## config.mk

```make
export PLATFORM = sky130hd
export DESIGN_NAME = sibmt_front
export DESIGN_NICKNAME = d
export VERILOG_FILES = /design/src/rtl/core/sibmt_pkg.sv /design/src/rtl/core/sibmt_front.sv
export SDC_FILE = /design/constraint.sdc
export NUM_CORES = 1
export LEC_CHECK = 0
export ABC_AREA = 1
export BUFFER_PORTS_ARGS = -buffer_cell sky130_fd_sc_hd__buf_2
export CORE_MARGIN = 8
export CORE_UTILIZATION = 40
export CTS_CLUSTER_DIAMETER = 150
export DETAILED_ROUTE_END_ITERATION = 10
export PLACE_DENSITY = 0.78
export REMOVE_ABC_BUFFERS = 1
export SLEW_MARGIN = 5
export SYNTH_ARGS = -nofsm -noshare
export SYNTH_HDL_FRONTEND = slang
export SYNTH_SLANG_ARGS = --single-unit
```

## constraint.sdc

```tcl
create_clock -name clk -period 5.35 [get_ports clk]
set_input_delay 1.07 -clock clk [delete_from_list [all_inputs] [get_ports clk]]
set_output_delay 1.07 -clock clk [all_outputs]
set_load 0.05 [all_outputs]
```

## src/rtl/core/sibmt_pkg.sv

```systemverilog
// Shared types, constants and helper functions of the sparse image block map translator.
package sibmt_pkg;

	// Fixed geometry
	localparam int SECTOR_BYTES = 512;
	localparam int SECTOR_LOG2  = $clog2(SECTOR_BYTES);
	localparam int MAX_RUN      = 64;
	localparam int BSL_MIN      = 15;
	localparam int BSL_MAX      = 24;

	localparam logic [15:0] EMPTY_ENTRY = 16'hFFFF;

	// Configuration register indexes
	localparam logic [1:0] CFG_BLOCK_SIZE_LOG2 = 2'd0;
	localparam logic [1:0] CFG_DATA_START_LBA  = 2'd1;

	localparam logic [4:0]  BSL_RESET        = 5'd15;
	localparam logic [31:0] DATA_START_RESET = 32'd64;

	// Result status codes
	typedef enum logic [2:0] {
		ST_OK        = 3'd0,
		ST_EMPTY     = 3'd1,
		ST_RANGE     = 3'd2,
		ST_BAD_ENTRY = 3'd3,
		ST_UNUSABLE  = 3'd4
	} status_t;

	// Live configuration seen by front and back
	typedef struct packed {
		logic [3:0]  shift;
		logic [31:0] data_start;
	} cfg_t;

	// Command handed from front to back
	typedef struct packed {
		logic        single;
		status_t     status;
		logic [15:0] phys;
		logic [29:0] first;
		logic [6:0]  count;
		logic [30:0] img_len;
		logic [15:0] used;
		logic [15:0] fill;
	} cmd_t;

	// Clamp block size into range and convert to an LBA shift
	function automatic logic [3:0] block_shift(input logic [4:0] bsl);
		logic [4:0] b;
		b = bsl;
		if (b < 5'(BSL_MIN)) b = 5'(BSL_MIN);
		if (b > 5'(BSL_MAX)) b = 5'(BSL_MAX);
		return 4'(b - 5'(SECTOR_LOG2));
	endfunction

	// Image length in LBAs for a given highest used block
	function automatic logic [30:0] image_len(input logic [14:0] hu, input logic [3:0] sh);
		logic [30:0] base;
		base = 31'(hu) + 31'd1;
		return base << sh;
	endfunction

endpackage

```

## src/rtl/core/sibmt_front.sv

```systemverilog
// Front end: accepts items, runs map loads, classifies translate requests.
module sibmt_front #(
	parameter int MAP_ENTRIES = 32768
) (
	input  logic                  clk,
	input  logic                  arst_n,
	input  sibmt_pkg::cfg_t       cfg,
	input  logic                  in_valid,
	output logic                  in_stall,
	input  logic                  op,
	input  logic [7:0]            map_byte,
	input  logic [29:0]           first_lba,
	input  logic [6:0]            lba_count,
	input  logic                  q_full,
	output logic                  q_push,
	output sibmt_pkg::cmd_t       q_cmd,
	output logic                  ram_we,
	output logic [((MAP_ENTRIES > 1) ? $clog2(MAP_ENTRIES) : 1)-1:0] ram_waddr,
	output logic [15:0]           ram_wdata
);
	import sibmt_pkg::*;

	localparam int AW = (MAP_ENTRIES > 1) ? $clog2(MAP_ENTRIES) : 1;

	logic [15:0] load_pos_q, load_pos_n;
	logic [15:0] next_phys_q, next_phys_n;
	logic [14:0] high_used_q, high_used_n;
	logic        failed_q, failed_n;

	logic        acc;
	logic        pos_ok;
	logic [30:0] len_cur;
	logic [6:0]  cnt_sat;
	logic [30:0] run_end;
	logic        push_n;
	logic        we_n;

	assign in_stall = q_full;
	assign acc      = in_valid && !in_stall;
	assign pos_ok   = load_pos_q < 16'(MAP_ENTRIES);
	assign len_cur  = image_len(high_used_q, cfg.shift);
	assign cnt_sat  = (lba_count > 7'(MAX_RUN)) ? 7'(MAX_RUN) : lba_count;
	assign run_end  = 31'(first_lba) + 31'(cnt_sat);

	// Classify the item and work out the next map state
	always_comb begin
		load_pos_n    = load_pos_q;
		next_phys_n   = next_phys_q;
		high_used_n   = high_used_q;
		failed_n      = failed_q;
		push_n        = 1'b1;
		we_n          = 1'b0;
		ram_wdata     = EMPTY_ENTRY;
		q_cmd         = '0;
		q_cmd.single  = 1'b1;
		q_cmd.status  = ST_OK;
		q_cmd.first   = first_lba;
		q_cmd.count   = cnt_sat;
		q_cmd.fill    = load_pos_q;
		if (op == 1'b0) begin
			if (failed_q) begin
				q_cmd.status = ST_BAD_ENTRY;
			end else if (!pos_ok) begin
				q_cmd.status = ST_RANGE;
			end else if (map_byte == 8'd0) begin
				we_n       = 1'b1;
				load_pos_n = load_pos_q + 16'd1;
			end else if (map_byte == 8'd1) begin
				we_n        = 1'b1;
				ram_wdata   = next_phys_q;
				q_cmd.phys  = next_phys_q;
				next_phys_n = next_phys_q + 16'd1;
				high_used_n = load_pos_q[14:0];
				load_pos_n  = load_pos_q + 16'd1;
			end else begin
				failed_n     = 1'b1;
				q_cmd.status = ST_BAD_ENTRY;
			end
		end else begin
			if (failed_q) begin
				q_cmd.status = ST_UNUSABLE;
			end else if (run_end > len_cur) begin
				q_cmd.status = ST_RANGE;
			end else if (cnt_sat == 7'd0) begin
				push_n = 1'b0;
			end else begin
				q_cmd.single = 1'b0;
			end
		end
		q_cmd.img_len = image_len(high_used_n, cfg.shift);
		q_cmd.used    = next_phys_n;
	end

	assign q_push    = acc && push_n;
	assign ram_we    = acc && we_n;
	assign ram_waddr = load_pos_q[AW-1:0];

	// Update map state on each accepted transaction
	always_ff @(posedge clk or negedge arst_n) begin
		if (!arst_n) begin
			load_pos_q  <= '0;
			next_phys_q <= '0;
			high_used_q <= '0;
			failed_q    <= 1'b0;
		end else if (acc) begin
			load_pos_q  <= load_pos_n;
			next_phys_q <= next_phys_n;
			high_used_q <= high_used_n;
			failed_q    <= failed_n;
		end
	end

endmodule

```

==> results.yml <==
outcome:
  status: "finished, violations left"
  violations: "negative setup slack"
critical_path:
  critPathLaunchType: "primary input"
  setup.worst_path.class: "primary input to output port"
  reg2reg_from: "failed_q$_DFFE_PN0P_"
  worstPathRequired_ns: 4.28
  cp.arrival_ns: 4.74
  cp-startpoint: "lba_count[5]"
  critPathCaptureType: "output port"
  worstPathMaxFanout: 4
  r2r_setup_slack_ns: 3.00
  crit_path_end: "q_push"
  r2r-end: "next_phys_q[14]$_DFFE_PN0P_"
  r2r_cells: 13
timing:
  maxSlewViolCount: 0
  rsz0062_at_grt: "yes"
  max_freq_mhz: 172
  worst_pin_slew_ns: 0.615
  relSlewSlack_pct: 59.0
  period_needed_ns: 5.81
  fin_crit_sh_pct: 109
  fin_setup_tns_ns: -1.35
  worst_clock_skew_ns: 0.00291
  layout_setup_ws_ns: -0.461
  setup_viol: 3
  holdWs_ns: 0.509
  hold_violations: 0
power_and_ir_drop:
  p_leak_nw: 4.64
  p_per_area_nw_per_um2: 198
  peakVddDrop_mv: 0.170
global_route:
  grt_max_degree: 52
  grt_usage_pct: 18.3
  grt_pass1_wl_um: 37400
  grt_overflow_total: 0
  grt_pass1_vias: 7814
  antenna_found_initial: 0
synth:
  synth_commonest_cells: "nand2_1 (296), nand3_1 (157), inv_1 (114), nor2_1 (88), o21ai_0 (74)"
  synth_edf_count: 0
  synth_seq_area_share_pct: 16.3
  yosysTopAreaCellShare_pct: 16.3
  synth_top_cell_by_area: "dfrtp_1"
  ys_warn_count: 0
  dominantRegCellSynth: "dfrtp_1"
  synth.top_cells.by_area: "dfrtp_1 (16%), nand2_1 (15%), nand3_1 (11%)"
  yosysMostFrequentCell: "nand2_1"
  syn_avg_cell_area_um2: 6.19
  ys_ff_latch: 48
  netlist_area_um2: 7390
  synth_cell_types: 46
  synthCells: 1194
  async_flop_share_pct: 100
layout:
  drive_gt1_share_pct: 30.1
  nets: 1512
  fin_area_um2: 9090
  nFillCells: 1819
  area_growth_pct: 23.0
  antenna_cells: 0
clock_tree:
  cts_hold_buf: 0
  cts.reportedPaths.clkPinSlew_ns: 0.07
  htree_levels: 2
  cts_made_buffers: 5
  cts_sinks: 48
  clk_latency_ns: 0.29
  cts_tree: "yes"
  clk_path_buf_depth: 2
  cts-root-buf: "clkbuf_16"
die:
  row_count: 49
  die_h_um: 152
  die-area_um2: 23100
  core_area_um2: 18000
  num_io_pins: 240
  initial_core_util_pct: 41.0
  die_x_um: 152
detailed_routing:
  drc_errors: 0
  avgRoutedWirePerCell_um: 14.0
  viasPerCell: 5.17
  dr.pass1.iters: 5
  antenna_left: 0
  vias: 8327
  drt_iter0_drc: 511
  wirelength_um: 22600
hold_path:
  hold_path.startpoint: "load_pos_q[15]$_DFFE_PN0P_"
  hold_class: "flip-flop to flip-flop"
run:
  cap_violations: 0
placed_design:
  gp_congestion: 0.887
  dp_slack_ns: -0.834
  portBuffers: 207
  dp_hpwl_um: 18100
  placed_cell_area_um2: 8530
## layout by cell type, fill, tap and decap left out, types with 2 or more instances in the layout
cell type    n
nand3_2     17
o31ai_1      2
o21ai_1     10
nand2_2     27
nor4_2       2
nand4_1     36
clkinv_1     6
a21oi_2      9
xor2_1      45
o21ai_2      7
a211oi_1     2
o211ai_1     2
o21bai_1     2
nor4_1       8
nand2_1    292
mux2i_1      2
dfrtp_1     48
buf_6        5
nor3_1      22
buf_4       66
nor2_2      17
a31oi_1      2
or2_2        8
nor2_8       2
nor2_4      12
a21oi_1     17
nor3_2       7
xnor2_1     13
or2_1        3
ha_1        38
clkbuf_16    5
nand2_4     10
inv_2        7
ha_4         6
nand3_1    154
buf_2      202
inv_1      111
o21ai_0     69
nor2_1      77
## sequential cells by signal (all words and copies together), names as in the netlist
signal,cells
load_pos_q,16
next_phys_q,16
high_used_q,15
failed_q,1
## worst min path at each step
stage / depth (start not counted) / end
2_1_floorplan: 2 / next_phys_q[4]$_DFFE_PN0P_
3_3_place_gp: 2 / load_pos_q[15]$_DFFE_PN0P_
3_5_place_dp: 2 / load_pos_q[15]$_DFFE_PN0P_
4_1_cts: 2 / load_pos_q[15]$_DFFE_PN0P_
5_1_grt: 2 / load_pos_q[15]$_DFFE_PN0P_
6_report: 2 / load_pos_q[15]$_DFFE_PN0P_
## critical path, stage by stage
cell and delay, ns:
buf_6 0.10, nor4_4 0.26, nand3_1 0.12, nand2_1 0.09
inv_2 0.08, nor2_4 0.14, ha_4 0.23, a21oi_2 0.16
nand2_2 0.08, buf_4 0.14, buf_4 0.12, buf_4 0.12
buf_4 0.13, a21oi_1 0.11, nor2_1 0.05, nor2_1 0.10
xnor2_1 0.10, ha_1 0.33, nand4_1 0.13, o221ai_1 0.25
a21oi_1 0.11, nor2_1 0.13, o21ai_1 0.08, nand2_1 0.11
nand2_4 0.08, a21oi_2 0.15, buf_6 0.18
## where the power goes
group          leakage [nW]  internal (W)  switching [W]
sequential            0.616      0.000402      0.0000471
clock                0.0798      0.000220       0.000138
combinational          3.95      0.000296       0.000696
total                  4.64      0.000917       0.000881
## area by class of cell
cell class / instances / area (µm²) / share of cell area, %
flip-flops and latches: 48 / 1200 / 13.2
clock buffers: 5 / 125 / 1.38
repair buffers: 273 / 1560 / 17.2
multi-input cells: 929 / 5400 / 59.5
well taps: 229 / 287 / 3.15
inverters: 124 / 465 / 5.12
clock inverters: 3 / 42.5 / 0.468
## layer usage
| metal | vias to the layer above | wire [µm] | share of wire [%] | global-route usage [%] |
|---|---|---|---|---|
| li1 | 4251 | - | - | - |
| met1 | 3823 | 9970 | 44 | 23.1 |
| met2 | 231 | 11100 | 49 | 31.7 |
| met3 | 22 | 1230 | 5.5 | 2.91 |
| met4 | 0 | 274 | 1.2 | 4.20 |
| met5 | - | 0 | 0 | 0 |
## repair_timing
item	4_1_cts	5_1_grt
buffers inserted	11	4
pin swaps	10	25
setup endpoints to repair	3	3
resized for setup	43	22
## cell families after synthesis
group	synth area share, %
buffers and inverters	14.0
muxes	0.576
DFF	16.3
xor gates and xnor gates	6.87
adders and majority gates	7.72
AOI/OAI and AO/OA	9.08
and+or+nand+nor	45.5
## per-stage QoR
step | std cells | power, W | utilization (%)
final | 1611 | 0.00180 | 50.4
after global routing | 1611 | 0.00192 | 50.4
after CTS | 1607 | 0.00179 | 49.8
after detailed placement | 1588 | 0.00141 | 47.3
after global placement | 1588 | 0.00139 | 47.3
after floorplan | 1101 | 0.00108 | -
Power figures use the tool's default switching activity.
