$ cat src/rtl/core/sibmt_pkg.sv
// Shared types, constants and helper functions of the sparse image block map translator.
package sibmt_pkg;

	// Fixed geometry
	localparam int SECTOR_BYTES = 512;
	localparam int SECTOR_LOG2  = $clog2(SECTOR_BYTES);
	localparam int MAX_RUN      = 64;
	localparam int BSL_MIN      = 15;
	localparam int BSL_MAX      = 24;

	localparam logic [15:0] EMPTY_ENTRY = 16'hFFFF;

	// Configuration register indexes
	localparam logic [1:0] CFG_BLOCK_SIZE_LOG2 = 2'd0;
	localparam logic [1:0] CFG_DATA_START_LBA  = 2'd1;

	localparam logic [4:0]  BSL_RESET        = 5'd15;
	localparam logic [31:0] DATA_START_RESET = 32'd64;

	// Result status codes
	typedef enum logic [2:0] {
		ST_OK        = 3'd0,
		ST_EMPTY     = 3'd1,
		ST_RANGE     = 3'd2,
		ST_BAD_ENTRY = 3'd3,
		ST_UNUSABLE  = 3'd4
	} status_t;

	// Live configuration seen by front and back
	typedef struct packed {
		logic [3:0]  shift;
		logic [31:0] data_start;
	} cfg_t;

	// Command handed from front to back
	typedef struct packed {
		logic        single;
		status_t     status;
		logic [15:0] phys;
		logic [29:0] first;
		logic [6:0]  count;
		logic [30:0] img_len;
		logic [15:0] used;
		logic [15:0] fill;
	} cmd_t;

	// Clamp block size into range and convert to an LBA shift
	function automatic logic [3:0] block_shift(input logic [4:0] bsl);
		logic [4:0] b;
		b = bsl;
		if (b < 5'(BSL_MIN)) b = 5'(BSL_MIN);
		if (b > 5'(BSL_MAX)) b = 5'(BSL_MAX);
		return 4'(b - 5'(SECTOR_LOG2));
	endfunction

	// Image length in LBAs for a given highest used block
	function automatic logic [30:0] image_len(input logic [14:0] hu, input logic [3:0] sh);
		logic [30:0] base;
		base = 31'(hu) + 31'd1;
		return base << sh;
	endfunction

endpackage

$ cat src/rtl/core/sibmt_cmdq.sv
// Short command queue between front and back.
module sibmt_cmdq #(
	parameter int DEPTH = 2
) (
	input  logic            clk,
	input  logic            arst_n,
	input  logic            push,
	input  sibmt_pkg::cmd_t push_cmd,
	output logic            full,
	input  logic            pop,
	output logic            valid,
	output sibmt_pkg::cmd_t head
);
	import sibmt_pkg::*;

	localparam int PW = (DEPTH > 1) ? $clog2(DEPTH) : 1;

	cmd_t         slot_q [DEPTH];
	logic [PW-1:0] wr_ptr_q, rd_ptr_q;
	logic [PW:0]   cnt_q;

	assign full  = cnt_q == (PW+1)'(DEPTH);
	assign valid = cnt_q != '0;
	assign head  = slot_q[rd_ptr_q];

	// Store pushed commands
	always_ff @(posedge clk) begin
		if (push) begin
			slot_q[wr_ptr_q] <= push_cmd;
		end
	end

	// Advance pointers and occupancy
	always_ff @(posedge clk or negedge arst_n) begin
		if (!arst_n) begin
			wr_ptr_q <= '0;
			rd_ptr_q <= '0;
			cnt_q    <= '0;
		end else begin
			if (push) begin
				wr_ptr_q <= (wr_ptr_q == PW'(DEPTH - 1)) ? '0 : wr_ptr_q + 1'b1;
			end
			if (pop) begin
				rd_ptr_q <= (rd_ptr_q == PW'(DEPTH - 1)) ? '0 : rd_ptr_q + 1'b1;
			end
			if (push && !pop) begin
				cnt_q <= cnt_q + 1'b1;
			end else if (pop && !push) begin
				cnt_q <= cnt_q - 1'b1;
			end
		end
	end

endmodule

$ cat config.mk
export PLATFORM = sky130hd
export DESIGN_NAME = sibmt_cmdq
export DESIGN_NICKNAME = d
export VERILOG_FILES = /design/src/rtl/core/sibmt_pkg.sv /design/src/rtl/core/sibmt_cmdq.sv
export SDC_FILE = /design/constraint.sdc
export NUM_CORES = 1
export LEC_CHECK = 0
export ABC_CLOCK_PERIOD_IN_PS = 8210
export BUFFER_PORTS_ARGS = -buffer_cell sky130_fd_sc_hd__buf_4
export CORE_MARGIN = 1
export CORE_UTILIZATION = 50
export DETAILED_ROUTE_END_ITERATION = 16
export HOLD_SLACK_MARGIN = 0.06
export PLACE_DENSITY = 0.89
export SYNTH_ARGS = -nofsm -noshare
export SYNTH_HDL_FRONTEND = slang
export SYNTH_SLANG_ARGS = --single-unit
$ cat constraint.sdc
create_clock -name clk -period 8.21 [get_ports clk]
set_clock_uncertainty 0.05 [all_clocks]
set_input_delay 0.821 -clock clk [delete_from_list [all_inputs] [get_ports clk]]
set_output_delay 0.821 -clock clk [all_outputs]
set_load 0.005 [all_outputs]
==> results.toml, run 1 <==
[pwr]
cellLeakagePower_nw = 4.376
ir_worst_vdd_mv = 0.2528
power.density_nw_per_um2 = 329.2
total_power_mw = 3.840

[detailed_routing]
initial_detailed_routing_violation_count = 250
ant_nets = 0
drt-wirelength-per-cell_um = 19.11
vias = 4535
route.detailed.drc = 0
routed_wl_um = 17100
vias_per_cell = 5.067
drtPass1Iterations = 4

[worst_setup_path]
critPathSlowestCell = "dfrtp_4"
criticalPathCategory = "register to output pin"
cpMostUsedCell = "buf_4"
end_kind = "output pin"
cpLargestDelayFamily = "buffers and inverters"
slowest_delay_ns = 0.91
critical_path_buf_inv_count = 2
timing.critical_path.required_ns = 7.34
cp.arrival_ns = 2.89
crit_path_max_fanout = 63
critical_path_cell_sequence = "buf_4 > mux2_2 > buf_4"
setup.worst_path.start_class = "register"

[cts]
postCtsSetupRepairBufs = 0
tritoncts_num_sinks = 244
clk_transition_reported_paths_ns = 0.06
cts_tree = "built"
cts_made_buffers = 24
cts_buffer_depth = 3
clkLatencyLatePin_ns = 0.50
cts.htree.levels = 1
clock-root-buffer = "clkbuf_16"

[yosys]
synthTopCellsByArea = "edfxtp_1 81%, mux2_2 15%, buf_6 1.1%, dfrtp_1 1.1%, xor2_1 0.39%"
synth_edf_count = 240
syn_inst = 389
netlist-cell-type-count = 14
syn-mean-instance-area_um2 = 22.80
synth_sequential_area_ratio_pct = 82.37
synth_seq_cells = 244
warnings_from_yosys = 0
yosysTopAreaCell = "edfxtp_1"
synth_ff_type = "edfxtp_1"
synth_top_cell_area_share_pct = 81.24
synth_area_um2 = 8871
synth-async-reset-ratio_pct = 1.639
synthesized_net_count = 514

[global_route]
globalRouteMet3Util_pct = 5.013
first_pass_grt_wire_length_um = 25430
groute.layer.met1.usage_pct = 21.03
number_of_antenna_violations_at_the_first_check_in_global_routing = 0
grt_remaining_overflow = 0
top_usage_layer = "met2"
vias_in_the_first_global_route = 4850
grt_usage_pct = 18.40
grt_start_max_net_pins = 64
groute.layer.met2.usage_pct = 33.13

[layout]
final.fill_count = 1125
area_growth_pct = 31.48
num-nets-final = 777
drive_gt1_share_pct = 60.75
antenna_cells_inserted = 0
fin_cells = 895

[timing]
final.period_utilization_pct = 45.83
final.setup.worst_slack_ns = 4.448
post-route-min-period_ns = 3.762
setup-violations-final = 0
fmax_mhz = 265.8
report.final.hold_viol_count = 0
rsz_0062_raised_after_global_routing = "no"
tightestPinTransition_ns = 0.8896
count_of_final_max_slew_check_failures = 0
maxSlewHeadroom_pct = 40.69
tns_ns = 0
whs_ns = 0.4313

[place]
numPlacedInstances = 850
globalplace.congestion = 0.7314
dp.final_hpwl_um = 11270
pre_cts_ws_ns = 4.943
io_buffer_count = 245

[floorplan]
io_pins = 246
initial_utilization_pct = 51.29
core.rowCount = 48
core_area_um2 = 17300
die_height_um = 135.2
die_wd_um = 135.2
dieArea_um2 = 18280

[min_path]
hold_path_class = "register to register"

[outcome]
run_status = "finished clean"

[flow_run]
maxCapViolCount = 0
-- registers in the layout, summed over array words and instances, names as in the netlist --
signal	count
cnt_q	2
rd_ptr_q	1
slot_q	240
wr_ptr_q	1
-- layer usage --
metal	routed length (um)	vias up
li1	-	2071
met1	6193	2253
met2	9124	179
met3	1399	32
met4	386	0
met5	0	-
-- cells by family (layout without fill, tap and decap cells) --
family	Yosys count	after routing	share of synthesized area, %
DFF	244	244	82.37
muxes	120	120	15.23
adders and majority gates	1	1	0.1410
buffers and inverters	14	295	1.439
and+or+nand+nor	5	5	0.3244
xor gates and xnor gates	5	5	0.4936
-- layout make-up --
type,instances,area [um^2],share of cell area (%)
tap,225,281.5,2.414
clock buffer,37,700.7,6.007
sequential,244,7311,62.68
inverter,1,3.754,0.03218
multi-input combinational,131,1446,12.40
clock inverter,7,41.29,0.3540
timing repair buffer,250,1879,16.11
-- synth_stat cells (2+ instances only) --
cell and number:
buf_2 3, mux2_2 120, edfxtp_1 240, xor2_1 4, dfrtp_1 4, buf_6 9, nor2b_1 2
-- report_power, final --
group | leakage (nW) | switching (mW) | internal, mW
Sequential | 2.30 | 0.114 | 1.66
Clock | 0.354 | 0.426 | 0.588
Combinational | 1.72 | 0.442 | 0.613
Total | 4.38 | 0.982 | 2.86
-- cells in the final DEF, fill, tap and decap left out --
cell,n
and2_4,1
buf_4,249
clkbuf_1,9
clkbuf_16,25
clkbuf_8,3
clkinv_1,1
clkinv_2,3
clkinvlp_4,3
dfrtp_1,3
dfrtp_4,1
dlygate4sd3_1,1
edfxtp_1,240
ha_1,1
inv_1,1
mux2_2,120
nor2_1,1
nor2b_1,1
nor2b_4,1
or2_2,1
xnor2_1,1
xor2_1,4
-- worst paths after layout --
path,slack (ns),cells past startpoint,from,to
max in group asynchronous,7.38,2,arst_n,rd_ptr_q
min,0.43,1,cnt_q[1],cnt_q[1]
max reg2reg,5.80,3,wr_ptr_q,slot_q[0][17]
min reg2reg,0.43,1,cnt_q[1],cnt_q[1]
max,4.45,3,rd_ptr_q,head[2]
min in group asynchronous,0.62,2,arst_n,cnt_q[1]
-- what timing repair did --
item | 4_1_cts | 5_1_grt
hold buffers | 1 | 0
endpoints found under the hold margin | 4 | 0
resized for setup | 0 | 0
-- per-stage QoR --
stage,area [um^2],util (%)
after floorplan,8871,-
after global placement,10910,63.09
after detailed placement,10910,63.09
after CTS,11660,67.43
after global routing,11660,67.43
final,11660,67.43
No activity file was read; power rests on OpenSTA's default activity.
==> inputs of run 2 (changes only) <==
--- a/config.mk
+++ b/config.mk
@@ -5,13 +5,14 @@
 export SDC_FILE = /design/constraint.sdc
 export NUM_CORES = 1
 export LEC_CHECK = 0
-export ABC_CLOCK_PERIOD_IN_PS = 8210
+export ABC_AREA = 1
+export ABC_CLOCK_PERIOD_IN_PS = 3200
 export BUFFER_PORTS_ARGS = -buffer_cell sky130_fd_sc_hd__buf_4
 export CORE_MARGIN = 1
-export CORE_UTILIZATION = 50
+export CORE_UTILIZATION = 47
 export DETAILED_ROUTE_END_ITERATION = 16
 export HOLD_SLACK_MARGIN = 0.06
-export PLACE_DENSITY = 0.89
+export PLACE_DENSITY = 0.88
 export SYNTH_ARGS = -nofsm -noshare
 export SYNTH_HDL_FRONTEND = slang
 export SYNTH_SLANG_ARGS = --single-unit
==> constraint.sdc (replaced) <==
create_clock -name clk -period 3.2 [get_ports clk]
set_clock_uncertainty 0.05 [all_clocks]
set_input_delay 0.32 -clock clk [delete_from_list [all_inputs] [get_ports clk]]
set_output_delay 0.32 -clock clk [all_outputs]
set_load 0.005 [all_outputs]
==> results.toml, run 2 <==
[pwr]
cellLeakagePower_nw = 4.979
power.sequential.fraction_pct = 43.2
power.clock.fraction_pct = 27.9
power.density_nw_per_um2 = 798.6
p_sw_share_pct = 25.50
internal_power_mw = 7.770
switching_power_mw = 2.660
total_power_mw = 10.43
power.combinational.fraction_pct = 28.9
ir_worst_vdd_mv = 0.6114

[layout]
most_used_cells_in_the_layout_excluding_fill_and_tap_cells = "249 x buf_4, 240 x edfxtp_1, 123 x dlygate4sd3_1"
final.fill_count = 1052
registers.top_by_ff_count = "slot_q"
drive_gt1_share_pct = 50.75
largest_register_ffs = 240
num-nets-final = 911
registers_with_the_most_flip_flops = "slot_q (240), cnt_q (2)"
final_core_util_pct = 71.48
area_growth_pct = 46.93
mostFrequentLayoutCell = "buf_4"
fin_cells = 1035
final_design_area_no_fill_um2 = 13060

[place]
numPlacedInstances = 866
globalplace.congestion = 0.7360
detailed_place.area_um2 = 11000
dp.final_hpwl_um = 11410
pre_cts_ws_ns = 1.105
io_buffer_count = 245

[detailed_routing]
drt-wirelength-per-cell_um = 19.71
drtPass1Iterations = 4
route.detailed.drc = 0
vias = 5198
initial_detailed_routing_violation_count = 209
vias_per_cell = 5.022
ant_nets = 0
routed_wl_um = 20400

[worst_setup_path]
cp.arrival_ns = 2.22
criticalPathCategory = "register to output pin"
critical_path.reg2reg.startpoint = "wr_ptr_q"
critical_path_cell_sequence = "buf_4 > mux2_2 > buf_4"
cpMostUsedCell = "buf_4"
slowest_delay_ns = 0.76
register_to_register_setup_slack_ns = 1.09
crit_path_max_fanout = 37
reg2reg_depth = 3
critPathSlowestCell = "dfrtp_4"
crit-reg2reg-capture = "slot_q[1][86]"
setup.worst_path.start_class = "register"
end_kind = "output pin"
timing.critical_path.required_ns = 2.83

[timing]
rsz_0062_raised_after_global_routing = "no"
post-route-min-period_ns = 2.591
final.period_utilization_pct = 80.97
final.setup.worst_slack_ns = 0.6089
tightestPinTransition_ns = 0.8474
whs_ns = 0.1172
count_of_final_max_slew_check_failures = 0
tns_ns = 0
report.final.hold_viol_count = 0
maxSlewHeadroom_pct = 43.50
setup-violations-final = 0
fmax_mhz = 385.9

[yosys]
largest_family_of_logic_cells_by_synthesized_area = "multiplexers"
post_synth_mux_area_share_pct = 15.20
area_share_of_xor_xnor_cells_in_the_synthesized_design_pct = 0.2956
netlist-cell-type-count = 14
synth-async-reset-ratio_pct = 1.639
synth_top_cell_area_share_pct = 81.08
adder_cell_fraction_of_synth_area_pct = 0.1408
synthesized_net_count = 523
warnings_from_yosys = 0
synth_seq_cells = 244
synthSimpleGateAreaFrac_pct = 0.4645
post-synth-top-count-cell = "edfxtp_1"
syn-mean-instance-area_um2 = 22.33
post_synthesis_compound_gate_area_fraction_pct = 0
netlist_top_cells_count = "240 x edfxtp_1, 120 x mux2_2, 9 x buf_6"
synth_area_um2 = 8889
synth_ff_type = "edfxtp_1"
synth_edf_count = 240
yosysTopAreaCell = "edfxtp_1"
syn_inst = 398
synthTopCellsByArea = "edfxtp_1 81%, mux2_2 15%, buf_6 1.1%, dfrtp_1 1.1%, inv_1 0.30%"
synth_sequential_area_ratio_pct = 82.21

[min_path]
hold_path_class = "primary input to async pin"

[global_route]
vias_in_the_first_global_route = 5758
grt_remaining_overflow = 0
number_of_antenna_violations_at_the_first_check_in_global_routing = 2
grt_start_max_net_pins = 62
grt_usage_pct = 20.68
first_pass_grt_wire_length_um = 30760

[floorplan]
core.rowCount = 49
die_height_um = 139.5
die_wd_um = 139.5
core_area_um2 = 18270
dieArea_um2 = 19470
initial_utilization_pct = 48.65
io_pins = 246

[cts]
cts_tree = "built"
cts_buffer_depth = 3
tritoncts_num_sinks = 244
clk_transition_reported_paths_ns = 0.06
cts.htree.levels = 1
clock-root-buffer = "clkbuf_16"
clkLatencyLatePin_ns = 0.50
postCtsSetupRepairBufs = 0
cts_made_buffers = 24

[outcome]
run_status = "finished clean"

[flow_run]
maxCapViolCount = 0
## run 2: cell types whose count changed in the layout (fill, tap and decap cells not counted), sizes merged, moves of 3 or more
cell / previous run / this run
buf: 249 / 252
bufinv: 0 / 4
dlygate4sd3: 1 / 123
inv: 1 / 6
nand2: 0 / 6
## run 2: final cells by class
cell class | instances | area (um^2) | share of cell area (%)
Tap cell | 229 | 286.5 | 2.194
Multi-Input combinational cell | 134 | 1439 | 11.02
Inverter | 7 | 30.03 | 0.2299
Timing Repair Buffer | 375 | 3161 | 24.20
Clock inverter | 8 | 141.4 | 1.083
Antenna cell | 2 | 5.005 | 0.03832
Clock buffer | 36 | 686.9 | 5.260
Sequential cell | 244 | 7311 | 55.98
## run 2: worst max-delay path by stage
stage | from | endpoint | slack (ns) | cells past startpoint
finish | rd_ptr_q | head[43] | 0.61 | 3
floorplan | wr_ptr_q | slot_q[1][0] | 0.47 | 2
global placement | push | slot_q[1][45] | 1.18 | 4
detailed placement | rd_ptr_q | head[56] | 1.11 | 3
CTS | rd_ptr_q | head[56] | 0.56 | 3
global route | rd_ptr_q | head[40] | 0.52 | 3
## run 2: logic make-up (layout without fill, tap and decap cells)
group | after synthesis | after routing
xor gates and xnor gates | 3 | 3
other | 0 | 2
buffers and inverters | 20 | 426
and+or+nand+nor | 10 | 10
muxes | 120 | 120
adders and majority gates | 1 | 1
DFF | 244 | 244
## run 2: timing repair
item / CTS / global route
endpoints found under the hold margin: 246 / 0
gates resized for setup: 0 / 0
hold buffers: 123 / 0
## run 2: power groups by stage
| stage | Sequential, mW | Clock, mW | Combinational (mW) |
|---|---|---|---|
| 2_1_floorplan | 4.43 | 0 | 1.56 |
| 3_3_place_gp | 4.51 | 0 | 2.78 |
| 3_5_place_dp | 4.56 | 0 | 2.86 |
| 4_1_cts | 4.49 | 2.95 | 3.00 |
| 5_1_grt | 4.55 | 3.07 | 3.21 |
| 6_report | 4.50 | 2.91 | 3.02 |
## run 2: metal layers
metal | global-route usage (%) | routed length, um
met5 | 0 | 0
met4 | 8.889 | 910
met3 | 4.405 | 1227
met2 | 38.98 | 11160
met1 | 22.23 | 7095
## run 2: worst max-delay path, delay by kind of cell, from the launching register on
| family | cells | cell delay, ns |
|---|---|---|
| buffers and inverters | 2 | 0.54 |
| multiplexers | 1 | 0.39 |
| flip-flops | 1 | 0.76 |
