`src/rtl/core/sibmt_pkg.sv`:
```
// Shared types, constants and helper functions of the sparse image block map translator.
package sibmt_pkg;

	// Fixed geometry
	localparam int SECTOR_BYTES = 512;
	localparam int SECTOR_LOG2  = $clog2(SECTOR_BYTES);
	localparam int MAX_RUN      = 64;
	localparam int BSL_MIN      = 15;
	localparam int BSL_MAX      = 24;

	localparam logic [15:0] EMPTY_ENTRY = 16'hFFFF;

	// Configuration register indexes
	localparam logic [1:0] CFG_BLOCK_SIZE_LOG2 = 2'd0;
	localparam logic [1:0] CFG_DATA_START_LBA  = 2'd1;

	localparam logic [4:0]  BSL_RESET        = 5'd15;
	localparam logic [31:0] DATA_START_RESET = 32'd64;

	// Result status codes
	typedef enum logic [2:0] {
		ST_OK        = 3'd0,
		ST_EMPTY     = 3'd1,
		ST_RANGE     = 3'd2,
		ST_BAD_ENTRY = 3'd3,
		ST_UNUSABLE  = 3'd4
	} status_t;

	// Live configuration seen by front and back
	typedef struct packed {
		logic [3:0]  shift;
		logic [31:0] data_start;
	} cfg_t;

	// Command handed from front to back
	typedef struct packed {
		logic        single;
		status_t     status;
		logic [15:0] phys;
		logic [29:0] first;
		logic [6:0]  count;
		logic [30:0] img_len;
		logic [15:0] used;
		logic [15:0] fill;
	} cmd_t;

	// Clamp block size into range and convert to an LBA shift
	function automatic logic [3:0] block_shift(input logic [4:0] bsl);
		logic [4:0] b;
		b = bsl;
		if (b < 5'(BSL_MIN)) b = 5'(BSL_MIN);
		if (b > 5'(BSL_MAX)) b = 5'(BSL_MAX);
		return 4'(b - 5'(SECTOR_LOG2));
	endfunction

	// Image length in LBAs for a given highest used block
	function automatic logic [30:0] image_len(input logic [14:0] hu, input logic [3:0] sh);
		logic [30:0] base;
		base = 31'(hu) + 31'd1;
		return base << sh;
	endfunction

endpackage

```
`src/rtl/core/sibmt_back.sv`:
```
// Back end: walks translate runs through the block table and drives results.
module sibmt_back #(
	parameter int MAP_ENTRIES = 32768
) (
	input  logic                  clk,
	input  logic                  arst_n,
	input  sibmt_pkg::cfg_t       cfg,
	input  logic                  q_valid,
	input  sibmt_pkg::cmd_t       q_head,
	output logic                  q_pop,
	output logic                  ram_re,
	output logic [((MAP_ENTRIES > 1) ? $clog2(MAP_ENTRIES) : 1)-1:0] ram_raddr,
	input  logic [15:0]           ram_rdata,
	output logic                  out_valid,
	input  logic                  out_stall,
	output sibmt_pkg::status_t    out_status,
	output logic [32:0]           out_phys,
	output logic [5:0]            out_offset,
	output logic                  out_last,
	output logic [30:0]           out_len,
	output logic [15:0]           out_used
);
	import sibmt_pkg::*;

	localparam int AW = (MAP_ENTRIES > 1) ? $clog2(MAP_ENTRIES) : 1;

	// Run sequencer
	logic        busy_q;
	cmd_t        cur_q;
	logic [6:0]  k_q;

	// Read stage
	logic        vld_s1;
	logic        single_s1;
	status_t     status_s1;
	logic [15:0] phys_s1;
	logic [5:0]  off_s1;
	logic        last_s1;
	logic [30:0] len_s1;
	logic [15:0] used_s1;
	logic [29:0] lba_s1;
	logic        hit_s1;

	// Output register
	logic        out_valid_q;

	logic        adv;
	logic        issue;
	cmd_t        src;
	logic [6:0]  k_src;
	logic [30:0] lba;
	logic [30:0] idx;
	logic        src_last;
	logic        hit;
	logic [29:0] off_mask;
	status_t     res_status;
	logic [32:0] res_phys;

	assign adv      = !out_valid_q || !out_stall;
	assign src      = busy_q ? cur_q : q_head;
	assign k_src    = busy_q ? k_q : 7'd0;
	assign issue    = adv && (busy_q || q_valid);
	assign q_pop    = adv && !busy_q && q_valid;
	assign lba      = 31'(src.first) + 31'(k_src);
	assign idx      = lba >> cfg.shift;
	assign hit      = idx < 31'(src.fill);
	assign src_last = src.single || ((k_src + 7'd1) == src.count);
	assign ram_re   = issue && !src.single;
	assign ram_raddr = idx[AW-1:0];
	assign off_mask = (30'd1 << cfg.shift) - 30'd1;

	// Step through the run, one LBA per cycle while the output is not stalled
	always_ff @(posedge clk or negedge arst_n) begin
		if (!arst_n) begin
			busy_q <= 1'b0;
			k_q    <= '0;
		end else if (issue) begin
			if (busy_q) begin
				if (src_last) begin
					busy_q <= 1'b0;
				end else begin
					k_q <= k_q + 7'd1;
				end
			end else if (!src_last) begin
				busy_q <= 1'b1;
				k_q    <= 7'd1;
			end
		end
	end

	// Latch the popped run command
	always_ff @(posedge clk) begin
		if (q_pop) begin
			cur_q <= q_head;
		end
	end

	// Read stage valid
	always_ff @(posedge clk or negedge arst_n) begin
		if (!arst_n) begin
			vld_s1 <= 1'b0;
		end else if (adv) begin
			vld_s1 <= issue;
		end
	end

	// Read stage payload
	always_ff @(posedge clk) begin
		if (adv && issue) begin
			single_s1 <= src.single;
			status_s1 <= src.status;
			phys_s1   <= src.phys;
			off_s1    <= src.single ? 6'd0 : k_src[5:0];
			last_s1   <= src_last;
			len_s1    <= src.img_len;
			used_s1   <= src.used;
			lba_s1    <= lba[29:0];
			hit_s1    <= hit;
		end
	end

	// Form the result from the table entry, or from the command for a single result
	always_comb begin
		if (single_s1) begin
			res_status = status_s1;
			res_phys   = 33'(phys_s1);
		end else if (!hit_s1 || ram_rdata == EMPTY_ENTRY) begin
			res_status = ST_EMPTY;
			res_phys   = '0;
		end else begin
			res_status = ST_OK;
			res_phys   = (33'(ram_rdata) << cfg.shift) + 33'(lba_s1 & off_mask)
			           + 33'(cfg.data_start);
		end
	end

	// Output register, advances when empty or taken
	always_ff @(posedge clk or negedge arst_n) begin
		if (!arst_n) begin
			out_valid_q <= 1'b0;
		end else if (adv) begin
			out_valid_q <= vld_s1;
		end
	end

	always_ff @(posedge clk) begin
		if (adv && vld_s1) begin
			out_status <= res_status;
			out_phys   <= res_phys;
			out_offset <= off_s1;
			out_last   <= last_s1;
			out_len    <= len_s1;
			out_used   <= used_s1;
		end
	end

	assign out_valid = out_valid_q;

endmodule

```
`config.mk`:
```
export PLATFORM = sky130hd
export DESIGN_NAME = sibmt_back
export DESIGN_NICKNAME = d
export VERILOG_FILES = /design/src/rtl/core/sibmt_pkg.sv /design/src/rtl/core/sibmt_back.sv
export SDC_FILE = /design/constraint.sdc
export NUM_CORES = 1
export LEC_CHECK = 0
export ABC_AREA = 1
export BUFFER_PORTS_ARGS = -buffer_cell sky130_fd_sc_hd__buf_2
export CORE_UTILIZATION = 45
export CTS_CLUSTER_DIAMETER = 150
export CTS_CLUSTER_SIZE = 10
export DETAILED_ROUTE_END_ITERATION = 10
export PLACE_DENSITY = 0.66
export RECOVER_POWER = 25
export SLEW_MARGIN = 20
export SYNTH_ARGS = -nofsm -noshare
export SYNTH_HDL_FRONTEND = slang
export SYNTH_SLANG_ARGS = --single-unit
```
`constraint.sdc`:
```
create_clock -name clk -period 21.2 [get_ports clk]
set_input_delay 2.12 -clock clk [delete_from_list [all_inputs] [get_ports clk]]
set_output_delay 2.12 -clock clk [all_outputs]
set_load 0.03 [all_outputs]
```
==> results of run 1 <==
==> worst reg2reg max path: cells and delay by family (launching register included) <==
kind | cells | cell delay, ns
AOI/OAI and AO/OA | 6 | 1.25
DFF | 1 | 0.86
adders and majority gates | 3 | 0.92
and+or+nand+nor | 13 | 1.55
buffers and inverters | 4 | 1.13
==> registers in the layout (all words and copies together), names as in the netlist, 16 cells and up <==
register and cells:
lba_s1 18, used_s1 16, cur_q 120, len_s1 31
out_len 31, out_used 16, out_phys 33, phys_s1 16
==> power groups by stage <==
| stage | registers [uW] | clock network (uW) | logic, uW |
|---|---|---|---|
| 3_3_place_gp | 975 | 0 | 919 |
| 6_report | 967 | 562 | 926 |
| 3_5_place_dp | 980 | 0 | 926 |
| 2_1_floorplan | 1090 | 0 | 564 |
| 4_1_cts | 969 | 579 | 931 |
| 5_1_grt | 984 | 599 | 1020 |
==> logic make-up after synthesis <==
| family | count (synthesis) | share of synthesized area |
|---|---|---|
| other | 2 | 0.0004231 |
| muxes | 28 | 0.01579 |
| and+or+nand+nor | 935 | 0.2249 |
| buffers and inverters | 251 | 0.05815 |
| DFF | 313 | 0.5267 |
| AOI/OAI and AO/OA | 273 | 0.08804 |
| adders and majority gates | 89 | 0.07627 |
| xor gates and xnor gates | 19 | 0.009798 |
==> Yosys cell counts, drive strengths merged (16+ instances only) <==
| cell | count | area share |
|---|---|---|
| mux2i | 28 | 0.016 |
| edfxtp | 303 | 0.51 |
| nand2 | 628 | 0.14 |
| buf | 28 | 0.011 |
| nand4 | 17 | 0.0060 |
| xor2 | 16 | 0.0083 |
| fa | 32 | 0.036 |
| clkbuf | 33 | 0.0070 |
| nand3 | 117 | 0.034 |
| o21ai | 138 | 0.042 |
| nor2 | 142 | 0.033 |
| a21oi | 83 | 0.024 |
| inv | 185 | 0.039 |
| ha | 57 | 0.040 |
==> layer usage <==
layer / share of wire / routed length, um / global-route usage
met1: 0.43 / 21210 / 0.3186
met2: 0.48 / 23540 / 0.4167
met3: 0.062 / 3073 / 0.05049
met4: 0.028 / 1358 / 0.07034
met5: 0.0016 / 81 / 0
==> area by class of cell <==
class                      count  area, um^2
inverter                     190       718.2
antenna                        2       5.005
timing repair buffer         297        1444
multi-input combinational   1356        7431
clock buffer                  43       969.7
clock inverter                 3       45.04
tap                          518       648.1
sequential                   313        9353
fill                        3643       18120
==> stage by stage <==
stage	hold slack [ns]	instances	cell area [um^2]	utilization
final	0.3967	2722	20610	0.5321
after global routing	0.4154	2721	20610	0.5321
after CTS	0.4058	2720	20690	0.5340
after detailed placement	0.4045	2674	19670	0.5078
after global placement	0.4005	2674	19670	0.5078
after floorplan	0.4003	1920	17790	-
==> worst max-delay path by stage <==
stage,cells past startpoint,to,slack [ns]
after global routing,21,ram_raddr[13],13.21
after CTS,21,ram_raddr[9],13.59
final,21,ram_raddr[5],13.62
after global placement,25,out_phys[15],13.62
after detailed placement,25,out_phys[15],13.41
after floorplan,3,q_pop,8.12
==> impl_metrics.toml, run 1 <==
[status]
outcome = "finished, final reports clean"

[worst_setup_path]
r2r_cells = 26
timing.rr.start = "busy_q"
arrival_ns = 5.46
cpMostUsedCell = "nand2_1"
worstSetupStartpointType = "flop"
critPathBufInv = 6
crit_family = "buffers and inverters"
cp_cell_sequence = "buf_4, nand2_1, inv_1, ha_1, inv_1, fa_1, inv_1, nand3_1, nand3_1, nand2_1, nand2_1, nand2_1, xor2_1, nand2_1, o21ai_0, nand2_1, o21ai_0, o21ai_0, o221ai_1, inv_1, buf_2"
critPathRequiredTime_ns = 19.08
endpoint_kind = "output pin"
path_class = "reg2out"
path_max_fanout = 70
cpMaxStageDelayCell = "dfrtp_4"
r2r_end = "hit_s1"
rrSetupSlack_ns = 15.34
crit_path_start = "busy_q"
max_stage_delay_ns = 0.86

[timing]
fin_tns_setup_ns = 0
maxSlewHeadroom = 0.3488
slew_viol_final = 0
fin_crit_ns = 7.583
clock_skew_ns = 0.03625
rsz0062_at_grt = "false"
period_share = 0.3577
fin_ws_ns = 13.62
hold_viol = 0
setup_viol = 0
fmax_mhz = 131.9
tightest_slew_ns = 0.9767

[die]
rows = 72
fp.dieW_um = 200.6
start_util = 0.4582
die_h_um = 200.6
core_mm2 = 0.03874
io_pins = 284
die_area_mm2 = 0.04024

[pwr]
power_switching_uw = 968.1
ir_drop_mv = 0.1225
seq_power_share = 0.394
p_leak_uw = 0.009079
clkPwrFrac = 0.229
p_int_uw = 1486
powerDensity_mw_per_mm2 = 119.0
netSwitchingFraction = 0.3945
finalPower_uw = 2454
p_comb_frac = 0.377

[global_routing]
grt.total_usage = 0.2459
grt_pass1_vias = 13940
grt_pass1_wl_mm = 76.96
grt_start_max_net_pins = 72
grt_antenna_before_repair = 8
overflow = 0

[synth]
yosys_warnings = 0
ys_seq_area_frac = 0.5267
synth_ff_type = "edfxtp_1"
syn_inst = 1910
yosysUniqueCellTypes = 63
ys_seq_elements = 313
syn_area_mm2 = 0.01775
synth.avg_cell_area_um2 = 9.294
synth-edff-count = 303
ys_async_sr_fraction = 0.03195

[route]
routedWlPerCell_um = 18.10
vias = 14146
drt_first_pass_iters = 6
via_per_inst = 5.197
antenna_left = 0
wirelength_mm = 49.27
drtIter0Drc = 985
drc = 0

[placement]
io_buffers = 283
dp_slack_ns = 13.41
place.gp.congestion = 0.9337
dpl.hpwl_mm = 37.09

[final_layout]
mostFrequentLayoutCell = "nand2_1"
drive_gt1_frac = 0.1594
syn_to_final_growth_pct = 16.13
final_cell_mix = "596 x nand2_1, 303 x edfxtp_1, 221 x buf_2"
nets = 2460

[cts]
clock_sinks = 313
ctsHoldBuffers = 0
root_buffer = "clkbuf_16"
cts_tree = "built"
cts.repair.resized = 0
cts.htree.levels = 2
clockBufferDepth = 3
clk_pin_slew_ns = 0.05
post_cts.repair.setup_buffers = 0
cts_inserted_buffers = 37
insertion_delay_ns = 0.56

[hold_path]
hp-class = "reg2reg"
min_from = "len_s1[16]"
hold_depth = 0
worstHoldEndpoint = "out_len[16]"

[job]
cap_violations = 0
No activity file was read; power rests on OpenSTA's default activity.
==> run 2: changes to the inputs <==
==> constraint.sdc (replaced) <==
create_clock -name clk -period 7.7 [get_ports clk]
set_input_delay 0.77 -clock clk [delete_from_list [all_inputs] [get_ports clk]]
set_output_delay 0.77 -clock clk [all_outputs]
set_load 0.03 [all_outputs]
==> run 2 against run 1 <==
First-iteration DRC count is 16% lower. Largest cell class unchanged. Critical path depth is 3 lower. Highest routed layer unchanged. Via count is 0.23% lower. Sequential share of layout area hardly changed. Clock-buffer cell count stayed put. Largest power group unchanged. Global-route usage is 0.090 points lower. Sequential cell count stayed put.
==> impl_metrics.toml, run 2 (synthesis results as in run 1) <==
[final_layout]
nets = 2460
reg.largest.list = "cur_q (120), out_phys (33)"
multi_input_area_mm2 = 0.007437
largest-register = "cur_q"
utilization = 0.5320
syn_to_final_growth_pct = 16.10
register_area_mm2 = 0.009353
mostFrequentLayoutCell = "nand2_1"
largest_reg_flops = 120
final_cell_mix = "596 x nand2_1, 303 x edfxtp_1, 212 x buf_2"
fillers = 3663
drive_gt1_frac = 0.1553

[die]
start_util = 0.4582
die_h_um = 200.6
core_mm2 = 0.03874
die_area_mm2 = 0.04024
io_pins = 284
fp.dieW_um = 200.6
rows = 72

[route]
drtIter0Drc = 828
via_per_inst = 5.185
vias = 14113
drc = 0
routedWlPerCell_um = 18.21
wirelength_mm = 49.58
antenna_left = 0
drt_first_pass_iters = 6

[cts]
clk_pin_slew_ns = 0.06
root_buffer = "clkbuf_16"
cts.repair.resized = 0
clockBufferDepth = 3
ctsHoldBuffers = 0
cts.htree.levels = 2
post_cts.repair.setup_buffers = 0
cts_tree = "built"
clock_sinks = 313
cts_inserted_buffers = 37
insertion_delay_ns = 0.55

[worst_setup_path]
r2r_cells = 24
max_stage_delay_ns = 0.77
endpoint_kind = "output pin"
crit_family = "simple AND/OR/NAND/NOR gates"
worstSetupStartpointType = "flop"
r2r_end = "hit_s1"
cpMaxStageDelayCell = "inv_6"
cpMostUsedCell = "nand2_1"
critPathBufInv = 3
path_max_fanout = 110
critPathRequiredTime_ns = 6.93
rrSetupSlack_ns = 1.95
arrival_ns = 5.49
path_class = "reg2out"
cp_cell_sequence = "inv_6, or2_2, o21ai_0, fa_1, inv_1, nand3_1, nand3_1, nand2_1, nand2_1, nand3_1, nand2_1, nand2_1, o21ai_0, nand2_1, nand3_1, nand2_1, o21ai_0, buf_2"
timing.rr.start = "busy_q"

[timing]
setup_viol = 0
fin_crit_ns = 6.258
period_share = 0.8127
rsz0062_at_grt = "false"
maxSlewHeadroom = 0.3130
clock_skew_ns = 0.02400
hold_viol = 0
slew_viol_final = 0
fin_tns_setup_ns = 0
tightest_slew_ns = 1.031
fmax_mhz = 159.8

[pwr]
powerDensity_mw_per_mm2 = 327.5
p_leak_uw = 0.009057
ir_drop_mv = 0.2445

[global_routing]
grt.total_usage = 0.2450
grt_pass1_wl_mm = 76.04
overflow = 0
gr-usage-met3 = 0.04951
grt_pass1_vias = 13877
grt_start_max_net_pins = 111
grt_antenna_before_repair = 9
grt_most_used_layer = "met2"
grtUsageMet1 = 0.3138
use_met2 = 0.4058

[placement]
dpl.hpwl_mm = 37.45
io_buffers = 283
place.gp.congestion = 0.9341

[hold_path]
hp-class = "in2async"

[status]
outcome = "finished, final reports clean"

[job]
cap_violations = 0
==> run 2: routing by layer <==
| metal | wire length (um) | vias to the layer above |
|---|---|---|
| li1 | - | 6986 |
| met2 | 23460 | 435 |
| met5 | 100 | - |
| met3 | 2779 | 100 |
| met1 | 21310 | 6578 |
| met4 | 1921 | 14 |
==> run 2: area by class of cell <==
class | count | area share
tap | 518 | 0.03145
clock buffer | 43 | 0.04705
multi-input combinational | 1356 | 0.3609
timing repair buffer | 297 | 0.06952
antenna | 2 | 0.0002429
inverter | 190 | 0.03485
sequential | 313 | 0.4538
clock inverter | 3 | 0.002186
==> run 2: worst register-to-register path, cell delays in order (launching register included) <==
cell and delay (ns):
dfrtp_4 0.75, inv_6 0.80, or2_2 0.36, o21ai_0 0.14, fa_1 0.49, inv_1 0.09
nand3_1 0.09, nand3_1 0.15, nand2_1 0.09, nand2_1 0.14, nand2_1 0.09, xor2_1 0.16
nand2_1 0.09, nand3_1 0.09, and2_1 0.21, nand2_1 0.09, a21oi_1 0.10, a31oi_1 0.50
ha_1 0.35, a21oi_1 0.15, nor2_1 0.06, a211oi_1 0.20, o221a_2 0.23, nand2_1 0.06
a21oi_2 0.10
==> run 2: worst max-delay path by stage <==
stage | from | to | slack [ns] | cells past startpoint
final | busy_q | ram_raddr[13] | 1.44 | 18
after floorplan | out_stall | ram_re | 0.09 | 5
after global placement | cfg[35] | out_phys[15] | 1.90 | 24
after detailed placement | cfg[35] | out_phys[15] | 1.70 | 26
after global routing | busy_q | ram_raddr[13] | 1.04 | 20
after CTS | busy_q | ram_raddr[13] | 1.46 | 18
==> run 2: power by group <==
part,switching [uW],internal [uW],total [uW]
registers,170,2490,2660
clock network,659,887,1550
logic,1830,709,2540
==> run 2: stage by stage <==
step | hold slack, ns | total power (uW) | std cells | cell area, um^2 | setup slack (ns)
3_3_place_gp | 0.4006 | 5211 | 2674 | 19680 | 1.903
5_1_grt | 0.2291 | 7170 | 2722 | 20610 | 1.038
2_1_floorplan | 0.4003 | 4537 | 1920 | 17790 | 0.09018
3_5_place_dp | 0.4045 | 5245 | 2674 | 19680 | 1.696
6_report | 0.2100 | 6749 | 2722 | 20610 | 1.442
4_1_cts | 0.07033 | 6820 | 2720 | 20690 | 1.456
==> run 3: changes to the inputs <==
--- a/config.mk
+++ b/config.mk
@@ -5,7 +5,7 @@
 export SDC_FILE = /design/constraint.sdc
 export NUM_CORES = 1
 export LEC_CHECK = 0
-export ABC_AREA = 1
+export ABC_AREA = 0
 export BUFFER_PORTS_ARGS = -buffer_cell sky130_fd_sc_hd__buf_2
 export CORE_UTILIZATION = 45
 export CTS_CLUSTER_DIAMETER = 150
==> constraint.sdc (replaced) <==
create_clock -name clk -period 6.3 [get_ports clk]
set_input_delay 0.63 -clock clk [delete_from_list [all_inputs] [get_ports clk]]
set_output_delay 0.63 -clock clk [all_outputs]
set_load 0.03 [all_outputs]
==> run 3 against run 2 <==
Setup slack got worse by 0.92 ns. Wire length decreased by 13%. Non-clock buffer count increased by 8. Cell count decreased by 20%. Clock power increased by 23%. Register-to-register slack got worse by 1.4 ns. Sequential share of layout area increased by 1.0 points. Total power increased by 12%. Clock skew decreased by 0.0079 ns. Hold slack improved by 0.061 ns. Largest power group unchanged. Utilization increased by 0.33 points.
==> impl_metrics.toml, run 3 <==
[synth]
synth_ff_type = "edfxtp_1"
syn_area_mm2 = 0.01719
synth_common_cells = "303 x edfxtp_1, 107 x nor2_1, 94 x nand2_1, 88 x a21oi_1, 86 x mux2_2"
ys_seq_elements = 313
synth-edff-count = 303
synth_area_leaders = "edfxtp_1 53%, mux2_2 5.6%, ha_1 4.1%, mux2i_1 3.9%, fa_1 3.7%"
ys_seq_area_frac = 0.5439
synth.avg_cell_area_um2 = 12.57
yosysTopAreaCell = "edfxtp_1"
yosysMostFrequentCell = "edfxtp_1"
yosys_warnings = 0
syn_inst = 1367
yosysUniqueCellTypes = 77
ys_async_sr_fraction = 0.03195
synth_top_area_share = 0.5294

[cts]
clock_sinks = 313
root_buffer = "clkbuf_16"
cts_tree = "built"
cts_inserted_buffers = 37
cts.htree.levels = 2
insertion_delay_ns = 0.55
clk_pin_slew_ns = 0.06
cts.repair.resized = 0
clockBufferDepth = 3

[placement]
io_buffers = 283
place.gp.congestion = 0.8712
dpl.hpwl_mm = 31.73
dpl_cell_area_mm2 = 0.01920
dp_slack_ns = 0.4598

[final_layout]
reg.largest.list = "cur_q (120), out_phys (33)"
nets = 1923
drive_gt1_frac = 0.2309
largest_reg_flops = 120
final_cell_mix = "303 x edfxtp_1, 199 x buf_2, 107 x nor2_1"
utilization = 0.5353
largest-register = "cur_q"
syn_to_final_growth_pct = 17.30
fillers = 3309
mostFrequentLayoutCell = "edfxtp_1"
final_area_mm2 = 0.02016

[pwr]
powerDensity_mw_per_mm2 = 375.6
netSwitchingFraction = 0.3500
clkPwrFrac = 0.252
ir_drop_mv = 0.2358
p_comb_frac = 0.342
power_switching_uw = 2651
seq_power_share = 0.406
p_leak_uw = 0.007682
p_int_uw = 4922
finalPower_uw = 7572

[global_routing]
grt_pass1_vias = 11926
grt_pass1_wl_mm = 66.17
grt_antenna_before_repair = 3
overflow = 0
grt.total_usage = 0.2212
grt_start_max_net_pins = 83

[worst_setup_path]
path_class = "reg2reg"
cpMaxStageDelayCell = "buf_4"
worstSetupStartpointType = "flop"
arrival_ns = 6.20
critPathRequiredTime_ns = 6.72
cp_cell_sequence = "buf_4, mux2i_1, a211oi_4, o211ai_1, nor3b_1, xnor2_1, mux4_2, mux4_2, ha_1, a21o_1, a21oi_1, nor2b_1, o21ai_0, nand2b_1, a21oi_1, o21ai_0, nand3b_1, o221ai_1, and4_1"
endpoint_kind = "flop"
r2r_cells = 19
path_max_fanout = 59
max_stage_delay_ns = 0.65

[die]
die_h_um = 197.4
core_mm2 = 0.03767
fp.dieW_um = 197.4
start_util = 0.4563
die_area_mm2 = 0.03898
rows = 71
io_pins = 284

[route]
drtIter0Drc = 808
vias = 12068
routedWlPerCell_um = 19.64
via_per_inst = 5.521
drc = 0
antenna_left = 0
wirelength_mm = 42.93
drt_first_pass_iters = 7

[timing]
tightest_slew_ns = 0.9715
maxSlewHeadroom = 0.3524
fin_tns_setup_ns = 0
period_share = 0.9171
fin_ws_ns = 0.5224
hold_viol = 0
fin_crit_ns = 5.778
rsz0062_at_grt = "false"
slew_viol_final = 0
setup_viol = 0
fmax_mhz = 173.1
clock_skew_ns = 0.01607

[status]
outcome = "finished, final reports clean"

[job]
cap_violations = 0

[hold_path]
hold_depth = 1
hp-class = "in2reg"
## run 3: changes by cell type after synthesis, sizes merged, moves of 20 or more
cell	before	now
mux2i	28	67
and2	5	26
nand3	117	22
o21ai	138	63
nand2	628	95
nor2b	0	20
mux2	0	86
nor2	142	107
xnor2	3	34
inv	185	31
## run 3: stage by stage
step | hold slack (ns) | std cells
2_1_floorplan | 0.3344 | 1377
3_3_place_gp | 0.4013 | 2129
3_5_place_dp | 0.4045 | 2129
4_1_cts | 0.2337 | 2183
5_1_grt | 0.2488 | 2184
6_report | 0.2709 | 2186
## run 3: what timing repair did
item	CTS	global route
endpoints found under the hold margin	10	0
setup buffers	0	0
hold buffers	1	0
## run 3: worst paths after layout
kind	end	start	slack, ns
min in group asynchronous	out_valid	arst_n	0.59
worst min-delay path	cur_q[104]	q_head[104]	0.27
max in group asynchronous	busy_q	arst_n	5.29
worst max-delay path	hit_s1	busy_q	0.52
worst min register to register	out_offset[2]	off_s1[2]	0.42
worst max register to register	hit_s1	busy_q	0.52
## run 3: cell families (layout without fill, tap and decap cells)
family                   Yosys count  count (layout)  synth area share
AND/OR/NAND/NOR                  356             356            0.1019
other                              2              15         0.0004369
adder cells (fa/ha/maj)           89              89           0.07876
AO/OA/AOI/OAI                    275             275            0.1022
buffers and inverters             96             391           0.02228
XOR/XNOR                          67              67           0.03414
multiplexers                     169             169            0.1163
flip-flops                       313             313            0.5439
## run 3: layout make-up
type	count	area, um^2	share of cell area
antenna	3	7.507	0.0003723
clock buffer	49	970.9	0.04816
clock inverter	4	77.57	0.003848
inverter	33	126.4	0.006268
multi-input combinational	968	7505	0.3722
sequential	313	9353	0.4639
tap	511	639.4	0.03171
timing repair buffer	305	1483	0.07354
## run 3: per-layer routing
metal | vias up | track usage | share of wire
li1 | 5741 | - | -
met3 | 76 | 0.03124 | 0.045
met1 | 5906 | 0.3008 | 0.45
met4 | 0 | 0.08384 | 0.032
met5 | - | 0 | 0
met2 | 345 | 0.3594 | 0.47
## run 3: power by group through the flow
stage / Sequential, uW / Clock, uW / Combinational (uW)
after detailed placement: 3120 / 0 / 2600
after global placement: 3110 / 0 / 2570
after CTS: 3080 / 1970 / 2610
after global routing: 3120 / 2030 / 2830
after floorplan: 3410 / 0 / 1590
final: 3080 / 1910 / 2590
## run 3: critical path: cells and delay by family, from the launching register on
family,cells,cell delay [ns]
AO/OA/AOI/OAI,8,1.62
XOR/XNOR,1,0.17
adder cells (fa/ha/maj),1,0.33
buffers and inverters,1,0.65
flip-flops,1,0.61
multiplexers,3,1.40
AND/OR/NAND/NOR,5,0.82
